**src/rtl/core/lkv_pkg.sv**
```systemverilog
`timescale 1ns / 1ps
`default_nettype none

package lkv_pkg;

  localparam int DEF_CAPACITY   = 16;
  localparam int DEF_KEY_BITS   = 32;
  localparam int DEF_VALUE_BITS = 32;

  localparam int          CFG_W     = 5;
  localparam logic [4:0]  CFG_RESET = 5'd16;

  localparam logic FUNC_GET = 1'b0;
  localparam logic FUNC_PUT = 1'b1;

  typedef enum logic [1:0] {
    ST_IDLE,
    ST_MATCH,
    ST_RESOLVE,
    ST_COMMIT
  } lkv_state_t;

  typedef struct packed {
    logic capture;
    logic match;
    logic resolve;
    logic commit;
  } lkv_cmd_t;

endpackage

`default_nettype wire

```
**src/rtl/core/lkv_ctrl.sv**
```systemverilog
`timescale 1ns / 1ps
`default_nettype none

module lkv_ctrl
  import lkv_pkg::*;
(
  input  wire logic     clk,
  input  wire logic     rst_n,
  input  wire logic     in_valid,
  output logic          in_ready,
  output logic          out_valid,
  input  wire logic     out_ready,
  output lkv_cmd_t      cmd
);

  lkv_state_t state_r, state_nxt;
  logic       out_valid_r, out_valid_nxt;
  logic       slot_free;

  assign slot_free = !out_valid_r || out_ready;

  always_comb begin
    state_nxt = state_r;
    unique case (state_r)
      ST_IDLE:    if (in_valid) state_nxt = ST_MATCH;
      ST_MATCH:   state_nxt = ST_RESOLVE;
      ST_RESOLVE: state_nxt = ST_COMMIT;
      ST_COMMIT:  if (slot_free) state_nxt = ST_IDLE;
      default:    state_nxt = ST_IDLE;
    endcase
  end

  always_comb begin
    in_ready    = (state_r == ST_IDLE);
    cmd.capture = in_valid && (state_r == ST_IDLE);
    cmd.match   = (state_r == ST_MATCH);
    cmd.resolve = (state_r == ST_RESOLVE);
    cmd.commit  = (state_r == ST_COMMIT) && slot_free;
  end

  always_comb begin
    out_valid_nxt = out_valid_r;
    priority if (cmd.commit) begin
      out_valid_nxt = 1'b1;
    end else if (out_ready) begin
      out_valid_nxt = 1'b0;
    end
  end

  always_ff @(posedge clk) begin
    if (!rst_n) begin
      state_r     <= ST_IDLE;
      out_valid_r <= 1'b0;
    end else begin
      state_r     <= state_nxt;
      out_valid_r <= out_valid_nxt;
    end
  end

  assign out_valid = out_valid_r;

endmodule

`default_nettype wire

```
**src/rtl/core/lkv_datapath.sv**
```systemverilog
`timescale 1ns / 1ps
`default_nettype none

module lkv_datapath
  import lkv_pkg::*;
#(
  parameter int CAPACITY   = DEF_CAPACITY,
  parameter int KEY_BITS   = DEF_KEY_BITS,
  parameter int VALUE_BITS = DEF_VALUE_BITS
) (
  input  wire logic                  clk,
  input  wire logic                  rst_n,
  input  wire lkv_cmd_t              cmd,
  input  wire logic                  cfg_wr_en,
  input  wire logic [CFG_W-1:0]      cfg_wr_data,
  input  wire logic                  in_func,
  input  wire logic [KEY_BITS-1:0]   in_key,
  input  wire logic [VALUE_BITS-1:0] in_write_value,
  output logic                       out_found,
  output logic [VALUE_BITS-1:0]      out_read_value
);

  localparam int RW   = $clog2(CAPACITY);
  localparam int OW   = $clog2(CAPACITY + 1);
  localparam int CMPW = (OW > CFG_W) ? OW : CFG_W;

  logic                  func_r;
  logic [KEY_BITS-1:0]   key_r;
  logic [VALUE_BITS-1:0] wval_r;

  logic [CAPACITY-1:0]   valid_r;
  logic [KEY_BITS-1:0]   keys_r  [CAPACITY];
  logic [RW-1:0]         rank_r  [CAPACITY];
  logic [VALUE_BITS-1:0] mem     [CAPACITY];
  logic [OW-1:0]         occ_r;
  logic [CFG_W-1:0]      cap_r;

  logic [CAPACITY-1:0]   match_r;
  logic [VALUE_BITS-1:0] rdata_r;
  logic                  found_r;
  logic                  insert_r;
  logic [CAPACITY-1:0]   tgt_oh_r;
  logic [RW-1:0]         tgt_idx_r;
  logic [RW-1:0]         pivot_r;

  logic                  out_found_r;
  logic [VALUE_BITS-1:0] out_value_r;

  logic [CAPACITY-1:0]   hit_oh, free_oh, victim_vec, victim_oh, tgt_oh;
  logic [RW-1:0]         hit_idx, tgt_idx, hit_rank, occ_m1, pivot;
  logic [CMPW-1:0]       cap_ext, occ_ext, eff_cap;
  logic                  found, evict, is_put;

  function automatic logic [RW-1:0] oh_to_idx(input logic [CAPACITY-1:0] oh);
    logic [RW-1:0] idx;
    idx = '0;
    for (int i = 0; i < CAPACITY; i++) begin
      if (oh[i]) idx = idx | RW'(i);
    end
    return idx;
  endfunction

  assign is_put  = (func_r == FUNC_PUT);
  assign found   = |match_r;
  assign hit_oh  = match_r & (~match_r + CAPACITY'(1));
  assign free_oh = ~valid_r & (valid_r + CAPACITY'(1));
  assign occ_m1  = RW'(occ_r - OW'(1));

  always_comb begin
    hit_rank = '0;
    for (int i = 0; i < CAPACITY; i++) begin
      victim_vec[i] = valid_r[i] && (rank_r[i] == occ_m1);
      if (hit_oh[i]) hit_rank = hit_rank | rank_r[i];
    end
  end

  assign victim_oh = victim_vec & (~victim_vec + CAPACITY'(1));

  always_comb begin
    cap_ext = CMPW'(cap_r);
    occ_ext = CMPW'(occ_r);
    priority if (cap_r == '0) begin
      eff_cap = CMPW'(1);
    end else if (cap_ext > CMPW'(CAPACITY)) begin
      eff_cap = CMPW'(CAPACITY);
    end else begin
      eff_cap = cap_ext;
    end
  end

  assign evict = is_put && !found && (occ_ext >= eff_cap) && (occ_r != '0);

  always_comb begin
    priority if (found) begin
      tgt_oh = hit_oh;
      pivot  = hit_rank;
    end else if (evict) begin
      tgt_oh = victim_oh;
      pivot  = occ_m1;
    end else begin
      tgt_oh = free_oh;
      pivot  = RW'(occ_r);
    end
  end

  assign hit_idx = oh_to_idx(hit_oh);
  assign tgt_idx = oh_to_idx(tgt_oh);

  always_ff @(posedge clk) begin
    if (cmd.capture) begin
      func_r <= in_func;
      key_r  <= in_key;
      wval_r <= in_write_value;
    end
    if (cmd.match) begin
      for (int i = 0; i < CAPACITY; i++) begin
        match_r[i] <= valid_r[i] && (keys_r[i] == key_r);
      end
    end
    if (cmd.resolve) begin
      found_r   <= found;
      insert_r  <= is_put && !found && !evict;
      tgt_oh_r  <= tgt_oh;
      tgt_idx_r <= tgt_idx;
      pivot_r   <= pivot;
    end
    if (cmd.commit) begin
      out_found_r <= found_r;
      out_value_r <= (!is_put && found_r) ? rdata_r : '0;
      if (found_r || is_put) begin
        for (int i = 0; i < CAPACITY; i++) begin
          if (tgt_oh_r[i]) begin
            rank_r[i] <= '0;
          end else if (valid_r[i] && (rank_r[i] < pivot_r)) begin
            rank_r[i] <= rank_r[i] + RW'(1);
          end
        end
      end
      if (is_put) begin
        keys_r[tgt_idx_r] <= key_r;
      end
    end
  end

  always_ff @(posedge clk) begin
    if (cmd.resolve) begin
      rdata_r <= mem[hit_idx];
    end
    if (cmd.commit && is_put) begin
      mem[tgt_idx_r] <= wval_r;
    end
  end

  always_ff @(posedge clk) begin
    if (!rst_n) begin
      valid_r <= '0;
      occ_r   <= '0;
      cap_r   <= CFG_RESET;
    end else begin
      if (cfg_wr_en) begin
        cap_r <= cfg_wr_data;
      end
      if (cmd.commit && is_put) begin
        valid_r <= valid_r | tgt_oh_r;
        if (insert_r) occ_r <= occ_r + OW'(1);
      end
    end
  end

  assign out_found      = out_found_r;
  assign out_read_value = out_value_r;

endmodule

`default_nettype wire

```
**src/rtl/core/lru_key_value_cache.sv**
```systemverilog
`timescale 1ns / 1ps
`default_nettype none

// Channel   Direction  Ports
// in        input      in_valid, in_ready, in_func, in_key, in_write_value
// out       output     out_valid, out_ready, out_found, out_read_value
// cfg       input      cfg_wr_en, cfg_wr_data
//
// Each item goes in order through accept, key compare across all entries,
// hit/victim/free-slot resolve with the value memory read, then commit.
// The sequencer handles one item at a time; the next transfer is taken
// the cycle after commit. Commit holds while the output register is full
// and out_ready is low. Synchronous reset empties the store at once.

module lru_key_value_cache
  import lkv_pkg::*;
#(
  parameter int CAPACITY   = DEF_CAPACITY,
  parameter int KEY_BITS   = DEF_KEY_BITS,
  parameter int VALUE_BITS = DEF_VALUE_BITS
) (
  input  wire logic                  clk,
  input  wire logic                  rst_n,
  input  wire logic                  in_valid,
  output logic                       in_ready,
  input  wire logic                  in_func,
  input  wire logic [KEY_BITS-1:0]   in_key,
  input  wire logic [VALUE_BITS-1:0] in_write_value,
  output logic                       out_valid,
  input  wire logic                  out_ready,
  output logic                       out_found,
  output logic [VALUE_BITS-1:0]      out_read_value,
  input  wire logic                  cfg_wr_en,
  input  wire logic [CFG_W-1:0]      cfg_wr_data
);

  lkv_cmd_t cmd;

  lkv_ctrl u_ctrl (
    .clk       (clk),
    .rst_n     (rst_n),
    .in_valid  (in_valid),
    .in_ready  (in_ready),
    .out_valid (out_valid),
    .out_ready (out_ready),
    .cmd       (cmd)
  );

  lkv_datapath #(
    .CAPACITY   (CAPACITY),
    .KEY_BITS   (KEY_BITS),
    .VALUE_BITS (VALUE_BITS)
  ) u_datapath (
    .clk            (clk),
    .rst_n          (rst_n),
    .cmd            (cmd),
    .cfg_wr_en      (cfg_wr_en),
    .cfg_wr_data    (cfg_wr_data),
    .in_func        (in_func),
    .in_key         (in_key),
    .in_write_value (in_write_value),
    .out_found      (out_found),
    .out_read_value (out_read_value)
  );

endmodule

`default_nettype wire

```
**config.mk**
```make
export PLATFORM = sky130hd
export DESIGN_NAME = lru_key_value_cache
export DESIGN_NICKNAME = d
export VERILOG_FILES = /design/src/rtl/core/lkv_pkg.sv /design/src/rtl/core/lkv_ctrl.sv /design/src/rtl/core/lkv_datapath.sv /design/src/rtl/core/lru_key_value_cache.sv
export SDC_FILE = /design/constraint.sdc
export NUM_CORES = 2
export LEC_CHECK = 0
export BUFFER_PORTS_ARGS = -buffer_cell sky130_fd_sc_hd__buf_4
export CORE_MARGIN = 2
export CORE_UTILIZATION = 60
export DETAILED_ROUTE_END_ITERATION = 7
export PLACE_DENSITY = 0.76
export SLEW_MARGIN = 15
export SYNTH_ARGS = -nofsm -noshare
export SYNTH_HDL_FRONTEND = slang
export SYNTH_SLANG_ARGS = --single-unit
```
**constraint.sdc**
```tcl
create_clock -name clk -period 9.2 [get_ports clk]
set_input_delay 0.46 -clock clk [delete_from_list [all_inputs] [get_ports clk]]
set_output_delay 0.46 -clock clk [all_outputs]
set_load 0.05 [all_outputs]
```
==> results.md <==
- Clk slew on worst S/H paths: around 60 ps
- Clock tree from TritonCTS: done
- Critical Setup Path Class: reg -> reg
- H-tree Lvls: 4
- Number of antenna violations at the first check in global routing: 1
- Critical path peak fanout: 65
- Worst hold-check path type: in -> reg
- Cell area after synthesis: 0.05489 mm²
- Highest-count cells in the layout ignoring fill and taps: sky130_fd_sc_hd__edfxtp_1 (1,260), sky130_fd_sc_hd__nand2_1 (583), sky130_fd_sc_hd__xnor2_1 (462)
- FMAX: about 220 MHz
- Commonest non-fill, non-tap cell in the layout: sky130_fd_sc_hd__edfxtp_1
- Run status: complete, no violations
- Multi-input gate area: between 0.015 and 0.02 mm²
- RSZ-0062 raised after global routing: false
- Final Hold Viols: 0
- Top Usage Layer GRT: met2
- Met3 track demand over resource in global routing: 5.004%
- RD Place Congestion: 0.9761
- Top cell by count, worst path: sky130_fd_sc_hd__buf_4
- Global-route wire length before repair: 196.7 mm
- Via total after detailed routing: 32,983
- Wire length after detailed routing: roughly 130 mm
- Kind of capture point of the worst setup path: flop
- Starting density of the core: 60.79%
- Worst vdd ir: ~290 µV
- Hold buffer count at CTS: about 70
- Global-route met2 utilization: around 44%
- Transition time at the pin with the least slew margin: between 1000 and 1500 ps
- Syn_area_per_cell: approximately 14 µm²
- Critical path launch point type: flop
- Register bit total from synthesis: around 1,300
- Routing usage on met1: 40.15%
- CP max stage cell: sky130_fd_sc_hd__or4_1
- Port Buffers: 109
- Power density normalized to cell area: about 250 mW/mm²
- Data required time at the worst endpoint: 9670 ps
- I/O pin count: 110
- Maximum number of pins on one net before global-route repair: 103
- Area overhead of the layout relative to synthesis: 12.46%
- Via-per-instance ratio: 6.109
- CTS-repair resized insts: 0
- Nets: ~4,300
- Fraction of the core area covered by cells at the end of the flow: 68.37%
- Initial DRC Count: about 4,200
- Number of remaining DRC errors: 0
- Async set or reset register ratio after synthesis: 0%
- Largest buffer count on any clock path: 3
- Area of the core: 0.09029 mm²
- Total setup buffers inserted after CTS: 0
- Library cells used by synthesis: 70
- Final HPWL DP: 70.19 mm
- Final worst-path cycle share: 48.39%
- Synthesized instance count: just under 4,000
- FF-to-FF setup slack: around 4700 ps
- Fill cell instance count of the final layout: 6,025
- Part of the Yosys area used for sequential elements: 69.99%
- Final setup viols: 0
- Total global routing overflow: 0
- Critical Path Max Stage Delay: 800 ps
- Worst slew margin relative to its limit: approximately a fifth
- Pre-Repair DR Iteration Count: 6
- Max Cap Viol: 0
- Total Die Area: 0.09391 mm²
- Inserted Clock Buffers: ~130
- Power Total: around 15 mW
- Setup tns final: 0 ps
- Global router's overall resource usage: 28.17%
- EDFF count, synth: 1,260
- Master cell of the clock root buffer: sky130_fd_sc_hd__clkbuf_16
- Later-pin clock latency in the skew report: 750 ps
- Share of layout cells above drive strength 1: 10.23%
- Total nets after synthesis: 4,085
- Clock net sink count: 1,289
- Static leakage: 20.61 nW
- Number of global-route vias before repair: roughly 32,000
- Fin Clk Skew: between 20 and 30 ps
- Die Span Y: 306.5 µm
- Minimum clock period: around 4500 ps
- Final Slew Violations: 0
- Count of standard-cell rows: 110
- Data arrival time of the critical path: 4920 ps
- Chip Width: just over 300 µm
- Ordered list of cells on the worst path: or4_1, nor2_1, buf_4, nand4b_1, o2111ai_4, buf_4, buf_4, nand3_1, a21oi_1, nor4_2
- WL per Instance: 24.31 µm
- Synthesis warning total: 0
- Sequential cell area in the final layout: 0.03842 mm²
- Most used DFF post-synth: sky130_fd_sc_hd__edfxtp_1
- Post-detailed-route count of antenna-violating nets: 0
-- synth_stat cells, types with 34 or more instances --
cell,number,area share (%)
sky130_fd_sc_hd__a21oi_1,171,1.6
sky130_fd_sc_hd__and2_1,43,0.49
sky130_fd_sc_hd__buf_2,58,0.53
sky130_fd_sc_hd__clkbuf_1,114,0.78
sky130_fd_sc_hd__edfxtp_1,1260,69
sky130_fd_sc_hd__ha_1,76,1.7
sky130_fd_sc_hd__inv_1,34,0.23
sky130_fd_sc_hd__nand2_1,585,4.0
sky130_fd_sc_hd__nand3_1,317,2.9
sky130_fd_sc_hd__nand4_1,136,1.6
sky130_fd_sc_hd__nor2_1,124,0.85
sky130_fd_sc_hd__nor2b_1,46,0.52
sky130_fd_sc_hd__nor4_1,66,0.75
sky130_fd_sc_hd__nor4_2,34,0.78
sky130_fd_sc_hd__o21ai_0,34,0.31
sky130_fd_sc_hd__xnor2_1,462,7.4
sky130_fd_sc_hd__xor2_1,134,2.1
-- worst paths after layout --
kind                              start                     end  depth (start not counted)
setup reg to reg  u_datapath.match_r[0]  u_datapath.rdata_r[29]                         10
setup / recovery  u_datapath.match_r[0]  u_datapath.rdata_r[29]                         10
hold reg to reg      u_datapath.found_r    u_datapath.out_found                          0
hold / removal                cfg_wr_en   u_datapath.cap_ext[3]                          3
-- critical path: cells and delay by family (launching register included) --
family          cells  cell delay [ps]
compound gates      2              440
buf+inv             3             1570
flops               1              580
simple gates        5             1570
-- cell type report --
cell class,count,area share [%]
Sequential cell,1289,62.24
Timing Repair Buffer,256,3.405
Clock inverter,58,0.7378
Clock buffer,174,5.726
Inverter,35,0.2128
Multi-Input combinational cell,2409,25.29
Tap cell,1176,2.384
Antenna cell,2,0.008108
-- flip-flops by register name (all words and copies together), names as in the netlist --
register	flops
u_datapath.rank_r	64
u_datapath.out_found	1
u_datapath.func_r	1
u_datapath.keys_r	512
u_datapath.found_r	1
u_datapath.mem	512
u_datapath.tgt_oh_r	16
u_ctrl.state_r	2
u_datapath.occ_ext	5
u_datapath.out_read_value	32
u_datapath.pivot_r	4
u_datapath.valid_r	16
u_datapath.insert_r	1
u_datapath.match_r	16
u_datapath.cap_ext	5
u_datapath.key_r	32
u_datapath.tgt_idx_r	4
u_ctrl.out_valid	1
u_datapath.wval_r	32
u_datapath.rdata_r	32
-- where the power goes --
group	internal, mW	switching [mW]	leakage [nW]
logic	0.932	2.05	6.95
clock network	2.82	2.17	1.94
registers	7.07	0.297	11.7
total	10.8	4.51	20.6
-- layer usage --
layer / wire, µm / part of all wire (%)
met3: 12200 / 9.3
met1: 53880 / 41
met2: 61190 / 47
met4: 3959 / 3.0
met5: 13 / 0.0099
-- cell families after synthesis --
kind of cell | count (synthesis) | share of synthesized area (%)
and+or+nand+nor | 1439 | 13.00
DFF | 1289 | 69.99
xor gates and xnor gates | 615 | 10.29
AOI/OAI and AO/OA | 272 | 2.897
buffers and inverters | 236 | 1.958
adders and majority gates | 76 | 1.732
muxes | 7 | 0.1277
-- stage by stage --
stage | hold WS [ps] | setup slack (ps) | instance area [µm²] | std cells
final | 58.04 | 4748 | 61730 | 5399
after global routing | 77.37 | 4434 | 61720 | 5397
after CTS | 19.36 | 4729 | 61720 | 5397
after detailed placement | 470.4 | 4805 | 57010 | 5093
after global placement | 458.8 | 4961 | 57010 | 5093
after floorplan | 443.4 | 1255 | 54890 | 3934
(Power assumes the default switching activity.)
